$ cat src/hw/rtl/sli_pkg.sv
`default_nettype none
// ----------------------------------------------------------------------------
// Sorted list package
// Request and response types, operation and status codes, and the states
// of the sorted table sequencer.
// ----------------------------------------------------------------------------
package sli_pkg;

	typedef struct packed {
		logic [1:0]         opcode;
		logic signed [31:0] value;
		logic [3:0]         position;
	} req_t;

	typedef struct packed {
		logic [2:0]         status;
		logic [4:0]         entry_count;
		logic signed [31:0] read_value;
		logic signed [31:0] smallest_value;
	} rsp_t;

	localparam logic [1:0] OP_INSERT = 2'd0;
	localparam logic [1:0] OP_DELETE = 2'd1;
	localparam logic [1:0] OP_READ   = 2'd2;

	localparam logic [2:0] STAT_INSERTED  = 3'd0;
	localparam logic [2:0] STAT_FULL      = 3'd1;
	localparam logic [2:0] STAT_DELETED   = 3'd2;
	localparam logic [2:0] STAT_NOT_FOUND = 3'd3;
	localparam logic [2:0] STAT_READ_OK   = 3'd4;
	localparam logic [2:0] STAT_RANGE     = 3'd5;

	typedef enum logic [2:0] {
		ST_IDLE,
		ST_INS_SCAN,
		ST_INS_HEAD,
		ST_DEL_SCAN,
		ST_DEL_SHIFT,
		ST_RD_WAIT,
		ST_RESP
	} state_t;

endpackage
`default_nettype wire

$ cat src/hw/rtl/sli_ram.sv
`default_nettype none
// ----------------------------------------------------------------------------
// Generic simple dual-port RAM
// One write port and one read port; read data is registered.
// ----------------------------------------------------------------------------
module sli_ram #(
	parameter int WIDTH = 32,
	parameter int DEPTH = 16
) (
	input  wire logic                     clk,
	input  wire logic                     we,
	input  wire logic [$clog2(DEPTH)-1:0] waddr,
	input  wire logic [WIDTH-1:0]         wdata,
	input  wire logic                     re,
	input  wire logic [$clog2(DEPTH)-1:0] raddr,
	output      logic [WIDTH-1:0]         rdata
);

	logic [WIDTH-1:0] mem [DEPTH];

	always_ff @(posedge clk) begin
		if (we) begin
			mem[waddr] <= wdata;
		end
		if (re) begin
			rdata <= mem[raddr];
		end
	end

endmodule
`default_nettype wire

$ cat src/hw/rtl/sorted_list_insert_delete.sv
`default_nettype none
// ----------------------------------------------------------------------------
// Sorted list with insert, delete and read
// Keeps up to CAPACITY signed 32-bit values in ascending order in one RAM.
// ----------------------------------------------------------------------------
// An insert into a full or empty table, a delete from an empty one, an
// out-of-range read and the unused opcode go straight to the response state;
// a read in range waits for the RAM data; an insert shifts each larger entry
// up one place and a delete scans up through the table. One request is in
// work at a time, so the next is accepted only once its predecessor is done.
// Reset clears the entry count, so the table starts empty; RAM is not cleared.
module sorted_list_insert_delete
	import sli_pkg::*;
#(
	parameter int CAPACITY = 16
) (
	input  wire logic clk,
	input  wire logic arst_n,
	input  wire logic req_valid,
	output      logic req_stall,
	input  wire req_t req,
	output      logic rsp_valid,
	input  wire logic rsp_stall,
	output      rsp_t rsp
);

	// Address, count and comparison widths follow the capacity.
	localparam int AW = $clog2(CAPACITY);
	localparam int CW = $clog2(CAPACITY + 1);
	localparam int PW = (CW > 4) ? CW : 4;
	localparam int EW = (CW > 5) ? CW : 5;

	state_t state_q, state_nxt;

	// Request value held for the whole operation.
	logic signed [31:0] val_q;

	// Table bookkeeping: the count lives in a register and the first entry
	// is mirrored here so that every response can report it without a read.
	logic [CW-1:0]      count_q;
	logic signed [31:0] min_q;

	// Address of the entry whose read data arrives in the current cycle.
	logic [AW-1:0] idx_q;

	// Result of the operation, waiting for the response register.
	logic [2:0]         stat_q;
	logic signed [31:0] rdv_q;

	logic rsp_valid_q;
	rsp_t rsp_q;

	// RAM port.
	logic          mem_we;
	logic [AW-1:0] mem_waddr;
	logic [31:0]   mem_wdata;
	logic          mem_re;
	logic [AW-1:0] mem_raddr;
	logic [31:0]   mem_rdata;

	// Sequencer controls.
	logic          idx_ld;
	logic [AW-1:0] idx_nxt;
	logic          cnt_inc;
	logic          cnt_dec;
	logic          stat_ld;
	logic [2:0]    stat_nxt;
	logic          rdv_ld;

	// Derived conditions.
	logic          accept;
	logic          full;
	logic          empty;
	logic [CW-1:0] cnt_m1;
	logic [PW-1:0] pos_ext;
	logic          pos_ok;
	logic          rd_gt;
	logic          rd_eq;
	logic          idx_last;
	logic          idx_zero;
	logic          rsp_free;
	logic [EW-1:0] cnt_ext;

	sli_ram #(
		.WIDTH(32),
		.DEPTH(CAPACITY)
	) u_ram (
		.clk  (clk),
		.we   (mem_we),
		.waddr(mem_waddr),
		.wdata(mem_wdata),
		.re   (mem_re),
		.raddr(mem_raddr),
		.rdata(mem_rdata)
	);

	assign req_stall = (state_q != ST_IDLE);
	assign accept    = req_valid && (state_q == ST_IDLE);

	assign full     = (count_q == CW'(CAPACITY));
	assign empty    = (count_q == '0);
	assign cnt_m1   = count_q - CW'(1);
	assign pos_ext  = PW'(req.position);
	assign pos_ok   = (pos_ext < PW'(count_q));
	assign rd_gt    = ($signed(mem_rdata) > val_q);
	assign rd_eq    = ($signed(mem_rdata) == val_q);
	assign idx_last = ((CW'(idx_q) + CW'(1)) == count_q);
	assign idx_zero = (idx_q == '0);
	assign rsp_free = !rsp_valid_q || !rsp_stall;
	assign cnt_ext  = EW'(count_q);

	// Next state.
	always_comb begin
		state_nxt = state_q;
		case (state_q)
			ST_IDLE: begin
				if (req_valid) begin
					case (req.opcode)
						OP_INSERT: state_nxt = (full || empty) ? ST_RESP : ST_INS_SCAN;
						OP_DELETE: state_nxt = empty ? ST_RESP : ST_DEL_SCAN;
						OP_READ:   state_nxt = pos_ok ? ST_RD_WAIT : ST_RESP;
						default:   state_nxt = ST_RESP;
					endcase
				end
			end
			ST_INS_SCAN: begin
				if (rd_gt) begin
					state_nxt = idx_zero ? ST_INS_HEAD : ST_INS_SCAN;
				end else begin
					state_nxt = ST_RESP;
				end
			end
			ST_INS_HEAD: state_nxt = ST_RESP;
			ST_DEL_SCAN: begin
				if (idx_last) begin
					state_nxt = ST_RESP;
				end else if (rd_eq) begin
					state_nxt = ST_DEL_SHIFT;
				end
			end
			ST_DEL_SHIFT: begin
				if (idx_last) begin
					state_nxt = ST_RESP;
				end
			end
			ST_RD_WAIT: state_nxt = ST_RESP;
			ST_RESP: begin
				if (rsp_free) begin
					state_nxt = ST_IDLE;
				end
			end
			default: state_nxt = ST_IDLE;
		endcase
	end

	// Sequencer outputs: RAM accesses and bookkeeping updates.
	always_comb begin
		mem_we    = 1'b0;
		mem_waddr = '0;
		mem_wdata = '0;
		mem_re    = 1'b0;
		mem_raddr = '0;
		idx_ld    = 1'b0;
		idx_nxt   = idx_q;
		cnt_inc   = 1'b0;
		cnt_dec   = 1'b0;
		stat_ld   = 1'b0;
		stat_nxt  = STAT_RANGE;
		rdv_ld    = 1'b0;
		case (state_q)
			ST_IDLE: begin
				if (req_valid) begin
					case (req.opcode)
						OP_INSERT: begin
							if (full) begin
								stat_ld  = 1'b1;
								stat_nxt = STAT_FULL;
							end else if (empty) begin
								mem_we    = 1'b1;
								mem_wdata = req.value;
								cnt_inc   = 1'b1;
								stat_ld   = 1'b1;
								stat_nxt  = STAT_INSERTED;
							end else begin
								// Walk down from the last entry.
								mem_re    = 1'b1;
								mem_raddr = cnt_m1[AW-1:0];
								idx_ld    = 1'b1;
								idx_nxt   = cnt_m1[AW-1:0];
							end
						end
						OP_DELETE: begin
							if (empty) begin
								stat_ld  = 1'b1;
								stat_nxt = STAT_NOT_FOUND;
							end else begin
								// Walk up from the first entry.
								mem_re  = 1'b1;
								idx_ld  = 1'b1;
								idx_nxt = '0;
							end
						end
						OP_READ: begin
							if (pos_ok) begin
								mem_re    = 1'b1;
								mem_raddr = pos_ext[AW-1:0];
							end else begin
								stat_ld  = 1'b1;
								stat_nxt = STAT_RANGE;
							end
						end
						default: begin
							stat_ld  = 1'b1;
							stat_nxt = STAT_RANGE;
						end
					endcase
				end
			end
			ST_INS_SCAN: begin
				// A larger entry moves up one place; the first entry not
				// larger than the value marks where the value lands, which
				// keeps the value after any equal entries.
				mem_we    = 1'b1;
				mem_waddr = idx_q + AW'(1);
				if (rd_gt) begin
					mem_wdata = mem_rdata;
					if (!idx_zero) begin
						mem_re    = 1'b1;
						mem_raddr = idx_q - AW'(1);
						idx_ld    = 1'b1;
						idx_nxt   = idx_q - AW'(1);
					end
				end else begin
					mem_wdata = val_q;
					cnt_inc   = 1'b1;
					stat_ld   = 1'b1;
					stat_nxt  = STAT_INSERTED;
				end
			end
			ST_INS_HEAD: begin
				// Every entry was larger: the value becomes the first entry.
				mem_we    = 1'b1;
				mem_wdata = val_q;
				cnt_inc   = 1'b1;
				stat_ld   = 1'b1;
				stat_nxt  = STAT_INSERTED;
			end
			ST_DEL_SCAN: begin
				if (idx_last) begin
					stat_ld = 1'b1;
					if (rd_eq) begin
						cnt_dec  = 1'b1;
						stat_nxt = STAT_DELETED;
					end else begin
						stat_nxt = STAT_NOT_FOUND;
					end
				end else begin
					mem_re    = 1'b1;
					mem_raddr = idx_q + AW'(1);
					idx_ld    = 1'b1;
					idx_nxt   = idx_q + AW'(1);
				end
			end
			ST_DEL_SHIFT: begin
				// Each later entry moves down one place over the hole.
				mem_we    = 1'b1;
				mem_waddr = idx_q - AW'(1);
				mem_wdata = mem_rdata;
				if (idx_last) begin
					cnt_dec  = 1'b1;
					stat_ld  = 1'b1;
					stat_nxt = STAT_DELETED;
				end else begin
					mem_re    = 1'b1;
					mem_raddr = idx_q + AW'(1);
					idx_ld    = 1'b1;
					idx_nxt   = idx_q + AW'(1);
				end
			end
			ST_RD_WAIT: begin
				rdv_ld   = 1'b1;
				stat_ld  = 1'b1;
				stat_nxt = STAT_READ_OK;
			end
			ST_RESP: begin
			end
			default: begin
			end
		endcase
	end

	// Control registers.
	always_ff @(posedge clk or negedge arst_n) begin
		if (!arst_n) begin
			state_q     <= ST_IDLE;
			count_q     <= '0;
			rsp_valid_q <= 1'b0;
		end else begin
			state_q <= state_nxt;
			if (cnt_inc) begin
				count_q <= count_q + CW'(1);
			end else if (cnt_dec) begin
				count_q <= count_q - CW'(1);
			end
			if (state_q == ST_RESP && rsp_free) begin
				rsp_valid_q <= 1'b1;
			end else if (!rsp_stall) begin
				rsp_valid_q <= 1'b0;
			end
		end
	end

	// Payload registers.
	always_ff @(posedge clk) begin
		if (accept) begin
			val_q <= req.value;
			rdv_q <= '0;
		end
		if (idx_ld) begin
			idx_q <= idx_nxt;
		end
		if (stat_ld) begin
			stat_q <= stat_nxt;
		end
		if (rdv_ld) begin
			rdv_q <= $signed(mem_rdata);
		end
		// Any write to the first entry updates the mirrored smallest value.
		if (mem_we && mem_waddr == '0) begin
			min_q <= $signed(mem_wdata);
		end
		if (state_q == ST_RESP && rsp_free) begin
			rsp_q.status         <= stat_q;
			rsp_q.entry_count    <= cnt_ext[4:0];
			rsp_q.read_value     <= rdv_q;
			rsp_q.smallest_value <= empty ? 32'sd0 : min_q;
		end
	end

	assign rsp_valid = rsp_valid_q;
	assign rsp       = rsp_q;

	// The scan and shift never read and write the same entry in one cycle.
	a_no_rw_collision: assert property (@(posedge clk) disable iff (!arst_n)
		(mem_we && mem_re) |-> (mem_waddr != mem_raddr))
		else $error("RAM read and write hit the same entry");

	a_count_bound: assert property (@(posedge clk) disable iff (!arst_n)
		count_q <= CW'(CAPACITY))
		else $error("entry count above capacity");

	a_count_step: assert property (@(posedge clk) disable iff (!arst_n)
		(cnt_inc || cnt_dec) |=> (state_q == ST_RESP))
		else $error("count changed without finishing the operation");

	a_shift_writes: assert property (@(posedge clk) disable iff (!arst_n)
		(state_q == ST_DEL_SHIFT) |-> (mem_we && mem_waddr != idx_q))
		else $error("delete shift did not write the previous entry");

endmodule
`default_nettype wire

$ cat config.mk
export PLATFORM = sky130hd
export DESIGN_NAME = sorted_list_insert_delete
export DESIGN_NICKNAME = d
export VERILOG_FILES = /design/src/hw/rtl/sli_pkg.sv /design/src/hw/rtl/sli_ram.sv /design/src/hw/rtl/sorted_list_insert_delete.sv
export SDC_FILE = /design/constraint.sdc
export NUM_CORES = 1
export LEC_CHECK = 0
export BUFFER_PORTS_ARGS = -buffer_cell sky130_fd_sc_hd__buf_2
export CAP_MARGIN = 20
export CORE_MARGIN = 2
export CORE_UTILIZATION = 61
export DETAILED_ROUTE_END_ITERATION = 8
export GPL_TIMING_DRIVEN = 0
export PLACE_DENSITY_LB_ADDON = 0.12
export REMOVE_ABC_BUFFERS = 1
export SLEW_MARGIN = 20
export SYNTH_ARGS = -nofsm -noshare
export SYNTH_HDL_FRONTEND = slang
export SYNTH_SLANG_ARGS = --single-unit
export TNS_END_PERCENT = 5
$ cat constraint.sdc
create_clock -name clk -period 15.94 [get_ports clk]
set_clock_uncertainty 0.1 [all_clocks]
set_input_delay 3.188 -clock clk [delete_from_list [all_inputs] [get_ports clk]]
set_output_delay 3.188 -clock clk [all_outputs]
set_load 0.005 [all_outputs]
==> results of run 1 <==
==> final cells by class <==
cell class                 count  area (sq um)
clock inverter                37         290.3
inverter                      84         315.3
tap                          607         759.5
fill                        2817         12830
timing repair buffer         202          2280
clock buffer                  88          1904
multi-input combinational    830          7318
sequential                   696         20860
==> metal layers <==
metal / share of wire / vias to the layer above
met5: 0 / -
li1: - / 7233
met3: 0.10 / 214
met4: 0.044 / 0
met1: 0.39 / 8660
met2: 0.47 / 1076
==> through the flow <==
| stage | util | worst slack [ns] | std cells | hold WS (ns) | instance area, sq um |
|---|---|---|---|---|---|
| after floorplan | - | 7.070 | 1610 | 0.3003 | 28240 |
| after global placement | 0.6352 | 3.002 | 2332 | 0.3022 | 29570 |
| after detailed placement | 0.6772 | 9.034 | 2419 | 0.3045 | 31530 |
| after CTS | 0.7244 | 9.627 | 2544 | 0.3177 | 33720 |
| after global routing | 0.7244 | 9.421 | 2544 | 0.3236 | 33720 |
| final | 0.7244 | 9.542 | 2544 | 0.3154 | 33720 |
==> worst max-delay path, cell delays in order <==
cell      delay [ns]
buf_2           0.11
ha_1            0.26
nor2b_1         0.28
a211oi_1        0.12
o21ai_0         0.40
and3_4          0.65
buf_12          0.31
buf_16          0.27
and4_4          0.78
a22oi_1         0.19
nand4_1         0.16
==> worst paths after layout <==
kind | start | to | slack [ns] | cells past startpoint
min reg2reg | rdv_q[29] | rsp[61] | 0.32 | 0
min | rdv_q[29] | rsp[61] | 0.32 | 0
max in group asynchronous | arst_n | state_q[2] | 13.19 | 1
min in group asynchronous | arst_n | cnt_ext[0] | 2.34 | 1
max reg2reg | u_ram.rdata[17] | u_ram.rdata[0] | 10.66 | 12
max | req[3] | u_ram.rdata[0] | 9.54 | 11
==> report_power, final <==
group	switching (mW)	internal [mW]	total, mW
Clock	0.674	0.912	1.59
Sequential	0.196	2.83	3.02
Combinational	1.85	1.17	3.02
==> state kept, by name, summed over array words and instances (netlist names) <==
register / flops
rdv_q: 32
stat_q: 3
cnt_ext: 5
rsp: 72
state_q: 3
u_ram.rdata: 32
rsp_valid: 1
u_ram.mem: 512
idx_q: 4
val_q: 32
==> synth_stat cells (all sizes together) (5+ instances only) <==
cell / n
inv: 84
mux2i: 67
clkbuf: 61
edfxtp: 687
a21o: 7
mux2: 192
dfrtp: 9
ha: 40
a211oi: 8
nor3: 15
nand4: 37
buf: 44
or3: 5
a21oi: 31
nand2: 38
a22oi: 36
nor2: 40
o21ai: 17
xnor2: 10
o32a: 32
nand3: 16
nand2b: 5
a32oi: 65
and3: 33
a222oi: 32
and2: 42
==> logic make-up (layout without fill, tap and decap cells) <==
group / count (synthesis) / after routing / share of synthesized area
compound gates: 270 / 270 / 0.07810
xor+xnor: 12 / 12 / 0.003659
fa+ha+maj: 41 / 41 / 0.01777
buf+inv: 189 / 411 / 0.02796
flops: 696 / 696 / 0.7260
mux: 259 / 259 / 0.09861
simple gates: 248 / 248 / 0.04787
==> results.sh, run 1 <==
export IMPL_cts_made_buffers=71
export IMPL_setup_tns_ns=0
export IMPL_vias_per_cell=6.754
export IMPL_clock_sinks=696
export IMPL_hold_path_class="flip-flop to flip-flop"
export IMPL_synth_cell_area_sq_mm=0.02873
export IMPL_worst_pin_slew_ns=1.008
export IMPL_ys_ff_latch=696
export IMPL_die_y_um=221
export IMPL_drtAntennaViolNets=0
export IMPL_tritoncts="yes"
export IMPL_end_kind="flip-flop"
export IMPL_vdd_drop_max_mv=0.1581
export IMPL_met1_usage=0.4358
export IMPL_period_minus_slack_ns=6.398
export IMPL_area_growth_pct=17.40
export IMPL_clock_latency_ns=0.61
export IMPL_synth_edf_count=687
export IMPL_use_met2=0.4844
export IMPL_path_class="input pin to flip-flop"
export IMPL_htree_levels=3
export IMPL_final_common_cell="edfxtp_1"
export IMPL_synth_area_per_cell_sq_um=16.75
export IMPL_dr_pass1_iters=8
export IMPL_yosys_area_top_type="edfxtp_1"
export IMPL_fp_dieW_um=221
export IMPL_gr_usage_all_layers=0.3130
export IMPL_drt_total_wl_um=76190
export IMPL_post_route_period_util=0.4014
export IMPL_mostFrequentLayoutCells="edfxtp_1, mux2_2, buf_2, inv_1, clkbuf_16"
export IMPL_cts_root_buf="clkbuf_16"
export IMPL_clock_path_buffers=3
export IMPL_wl_per_cell_um=29.95
export IMPL_nNetsFinal=1967
export IMPL_synthCells=1715
export IMPL_rows=79
export IMPL_io_pins=116
export IMPL_dr_first_iter_drc_count=2419
export IMPL_core_area_sq_mm=0.04656
export IMPL_ys_seq_area_frac=0.7260
export IMPL_cts_resized=0
export IMPL_path_clk_slew_ns=0.06
export IMPL_dp_hpwl_um=49730
export IMPL_slew_headroom=0.3271
export IMPL_status="completed"
export IMPL_gp_congestion=0.9110
export IMPL_yosys_warnings=0
export IMPL_drcViolationCount=0
export IMPL_grt_pass1_vias=17160
export IMPL_die_area_sq_mm=0.04884
export IMPL_synthTopCellsByArea="edfxtp_1, mux2_2, mux2i_1, a32oi_1, ha_1"
export IMPL_start_util=0.6170
export IMPL_finalSetupViolations=0
export IMPL_met3_usage=0.05896
export IMPL_crit_required_ns=16.30
export IMPL_grt_first_pass_wirelength_um=111800
export IMPL_io_buffer_count=115
export IMPL_critPathMaxFanout=36
export IMPL_grt_max_degree=37
export IMPL_vias=17180
export IMPL_slew_violations=0
export IMPL_power_density_mw_per_mm2=226.1
export IMPL_rsz0062_at_grt="no"
export IMPL_yosys_area_top_type_share=0.7182
export IMPL_final_hold_viol_count=0
export IMPL_maxCapViolCount=0
export IMPL_grt_busiest_layer="met2"
export IMPL_ys_types=67
export IMPL_overflow=0
export IMPL_cts_setup_buffers=0
export IMPL_max_freq_mhz=156.3
export IMPL_drive_gt1_frac=0.2612
export IMPL_synthArstFlopShare=0.01293
export IMPL_p_leak_nw=11.93
export IMPL_synth_ff_type="edfxtp_1"
export IMPL_finalPower_mw=7.626
export IMPL_diodes=0
export IMPL_antenna_found_initial=1
export IMPL_critPathLaunchType="input pin"
export IMPL_cts_hold_buf=0
export IMPL_worstPathArrival_ns=6.76
No activity file was read; power rests on OpenSTA's default activity.
==> inputs of run 2 (changes only) <==
--- a/config.mk
+++ b/config.mk
@@ -8,7 +8,7 @@
 export BUFFER_PORTS_ARGS = -buffer_cell sky130_fd_sc_hd__buf_2
 export CAP_MARGIN = 20
 export CORE_MARGIN = 2
-export CORE_UTILIZATION = 61
+export CORE_UTILIZATION = 56
 export DETAILED_ROUTE_END_ITERATION = 8
 export GPL_TIMING_DRIVEN = 0
 export PLACE_DENSITY_LB_ADDON = 0.12
==> constraint.sdc (replaced) <==
create_clock -name clk -period 5.2 [get_ports clk]
set_clock_uncertainty 0.1 [all_clocks]
set_input_delay 1.04 -clock clk [delete_from_list [all_inputs] [get_ports clk]]
set_output_delay 1.04 -clock clk [all_outputs]
set_load 0.005 [all_outputs]
==> run 2 against run 1 <==
Net effect: clock power increased to 3.2 times the previous value; via count decreased by 0.92%; flip-flop and latch count unchanged; register-to-register slack got worse by 11 ns; worst setup slack got worse by 9.4 ns; worst hold slack got worse by 0.13 ns.
==> results.sh, run 2 (synthesized netlist as in run 1, its figures left out) <==
export IMPL_end_kind="flip-flop"
export IMPL_cts_made_buffers=71
export IMPL_antenna_found_initial=3
export IMPL_area_growth_pct=18.59
export IMPL_core_area_sq_mm=0.05099
export IMPL_power_density_mw_per_mm2=696.7
export IMPL_worstSetupStartpoint="u_ram.rdata[15]"
export IMPL_setup_ws_ns=0.1588
export IMPL_maxCapViolCount=0
export IMPL_p_leak_nw=12.06
export IMPL_finalNonFillerCells=2627
export IMPL_met1_usage=0.4035
export IMPL_grt_first_pass_wirelength_um=113000
export IMPL_dr_pass1_iters=6
export IMPL_path_class="flip-flop to flip-flop"
export IMPL_place_ws_ns=-0.05541
export IMPL_vdd_drop_max_mv=0.4557
export IMPL_mostFrequentLayoutCells="edfxtp_1, mux2_2, buf_2, inv_1, clkbuf_16"
export IMPL_met3_usage=0.05200
export IMPL_drtAntennaViolNets=0
export IMPL_use_met2=0.4713
export IMPL_io_pins=116
export IMPL_vias_per_cell=6.481
export IMPL_critPathMaxFanout=32
export IMPL_grt_busiest_layer="met2"
export IMPL_fin_util=0.6680
export IMPL_drcViolationCount=0
export IMPL_status="completed"
export IMPL_r2r_start="u_ram.rdata[15]"
export IMPL_final_hold_viol_count=0
export IMPL_dp_cells=2496
export IMPL_rows=83
export IMPL_final_common_cell="edfxtp_1"
export IMPL_die_y_um=230.5
export IMPL_worst_pin_slew_ns=0.9668
export IMPL_fp_dieW_um=230.5
export IMPL_dr_first_iter_drc_count=2124
export IMPL_cts_root_buf="clkbuf_16"
export IMPL_die_area_sq_mm=0.05312
export IMPL_largest_reg_flops=512
export IMPL_gp_congestion=0.9030
export IMPL_crit_required_ns=5.56
export IMPL_max_freq_mhz=198.4
export IMPL_critPathLaunchType="flip-flop"
export IMPL_wl_per_cell_um=29.68
export IMPL_largest_register="u_ram.mem"
export IMPL_r2r_cells=12
export IMPL_finalPower_mw=23.73
export IMPL_grt_max_degree=46
export IMPL_path_clk_slew_ns=0.06
export IMPL_io_buffer_count=115
export IMPL_dp_hpwl_um=49810
export IMPL_post_route_period_util=0.9695
export IMPL_overflow=0
export IMPL_gr_usage_all_layers=0.2955
export IMPL_period_minus_slack_ns=5.041
export IMPL_nNetsFinal=1976
export IMPL_drive_gt1_frac=0.2713
export IMPL_slew_headroom=0.3555
export IMPL_clock_latency_ns=0.61
export IMPL_htree_levels=3
export IMPL_vias=17030
export IMPL_start_util=0.5633
export IMPL_reg2reg_to="u_ram.rdata[20]"
export IMPL_finalSetupViolations=0
export IMPL_slew_violations=0
export IMPL_hold_path_class="input pin to asynchronous set/reset pin"
export IMPL_final_fill_count=3425
export IMPL_drt_total_wl_um=77970
export IMPL_r2r_setup_slack_ns=0.16
export IMPL_worstPathArrival_ns=5.40
export IMPL_endpoint="u_ram.rdata[20]"
export IMPL_grt_pass1_vias=16910
export IMPL_tritoncts="yes"
export IMPL_clock_path_buffers=3
export IMPL_clock_sinks=696
==> run 2: worst min-delay path by stage <==
stage / start / to / slack [ns] / cells past startpoint
2_1_floorplan: rdv_q[0] / rsp[32] / 0.30 / 0
3_3_place_gp: rdv_q[2] / rsp[34] / 0.30 / 0
3_5_place_dp: rdv_q[0] / rsp[32] / 0.30 / 0
4_1_cts: arst_n / state_q[0] / 0.17 / 1
5_1_grt: arst_n / cnt_ext[3] / 0.19 / 1
6_report: arst_n / state_q[0] / 0.18 / 1
==> run 2: final cells by class <==
class / instances / area [sq um] / area share
clock buffers: 91 / 1978 / 0.05807
multi-input cells: 830 / 7335 / 0.2153
flip-flops and latches: 696 / 20860 / 0.6123
well taps: 680 / 850.8 / 0.02498
repair buffers: 211 / 2394 / 0.07027
clock inverters: 34 / 332.8 / 0.009770
diodes: 1 / 2.502 / 0.00007346
inverters: 84 / 315.3 / 0.009256
==> run 2: where the power goes <==
group | total, mW | switching (mW) | internal [mW]
combinational | 9.41 | 5.73 | 3.67
clock | 5.07 | 2.09 | 2.99
sequential | 9.25 | 0.596 | 8.66
total | 23.7 | 8.42 | 15.3
==> run 2: through the flow <==
stage	TNS, ns	hold WS [ns]	cell area (sq um)
after CTS	0	0.1701	34050
after global routing	-0.005078	0.1891	34060
after detailed placement	-0.1288	0.3045	31700
after floorplan	-98.91	0.3003	28240
final	0	0.1846	34060
after global placement	-4424.41	0.3027	29660
==> run 2: worst max-delay path, cell delays in order, from the launching register on <==
cell and delay (ns):
edfxtp_1 0.49, ha_1 0.36, nand4_1 0.20, or4_4 0.66
a21oi_1 0.23, o31a_2 0.24, o31ai_4 0.11, buf_4 0.21
buf_4 0.13, o311ai_2 0.77, nand3_4 0.71, o32a_1 0.57
nand4_1 0.09
==> run 2: timing repair <==
item,in CTS,in global routing
buffers inserted,5,0
hold buffers,0,0
gates resized for setup,0,2
setup endpoints to repair,5,32
pin swaps,1,1
==> run 2: routing by layer <==
metal | vias to the layer above | share of wire | routed length (um)
li1 | 7259 | - | -
met1 | 8697 | 0.40 | 30880
met2 | 896 | 0.48 | 37170
met3 | 173 | 0.089 | 6917
met4 | 0 | 0.039 | 3010
met5 | - | 0 | 0
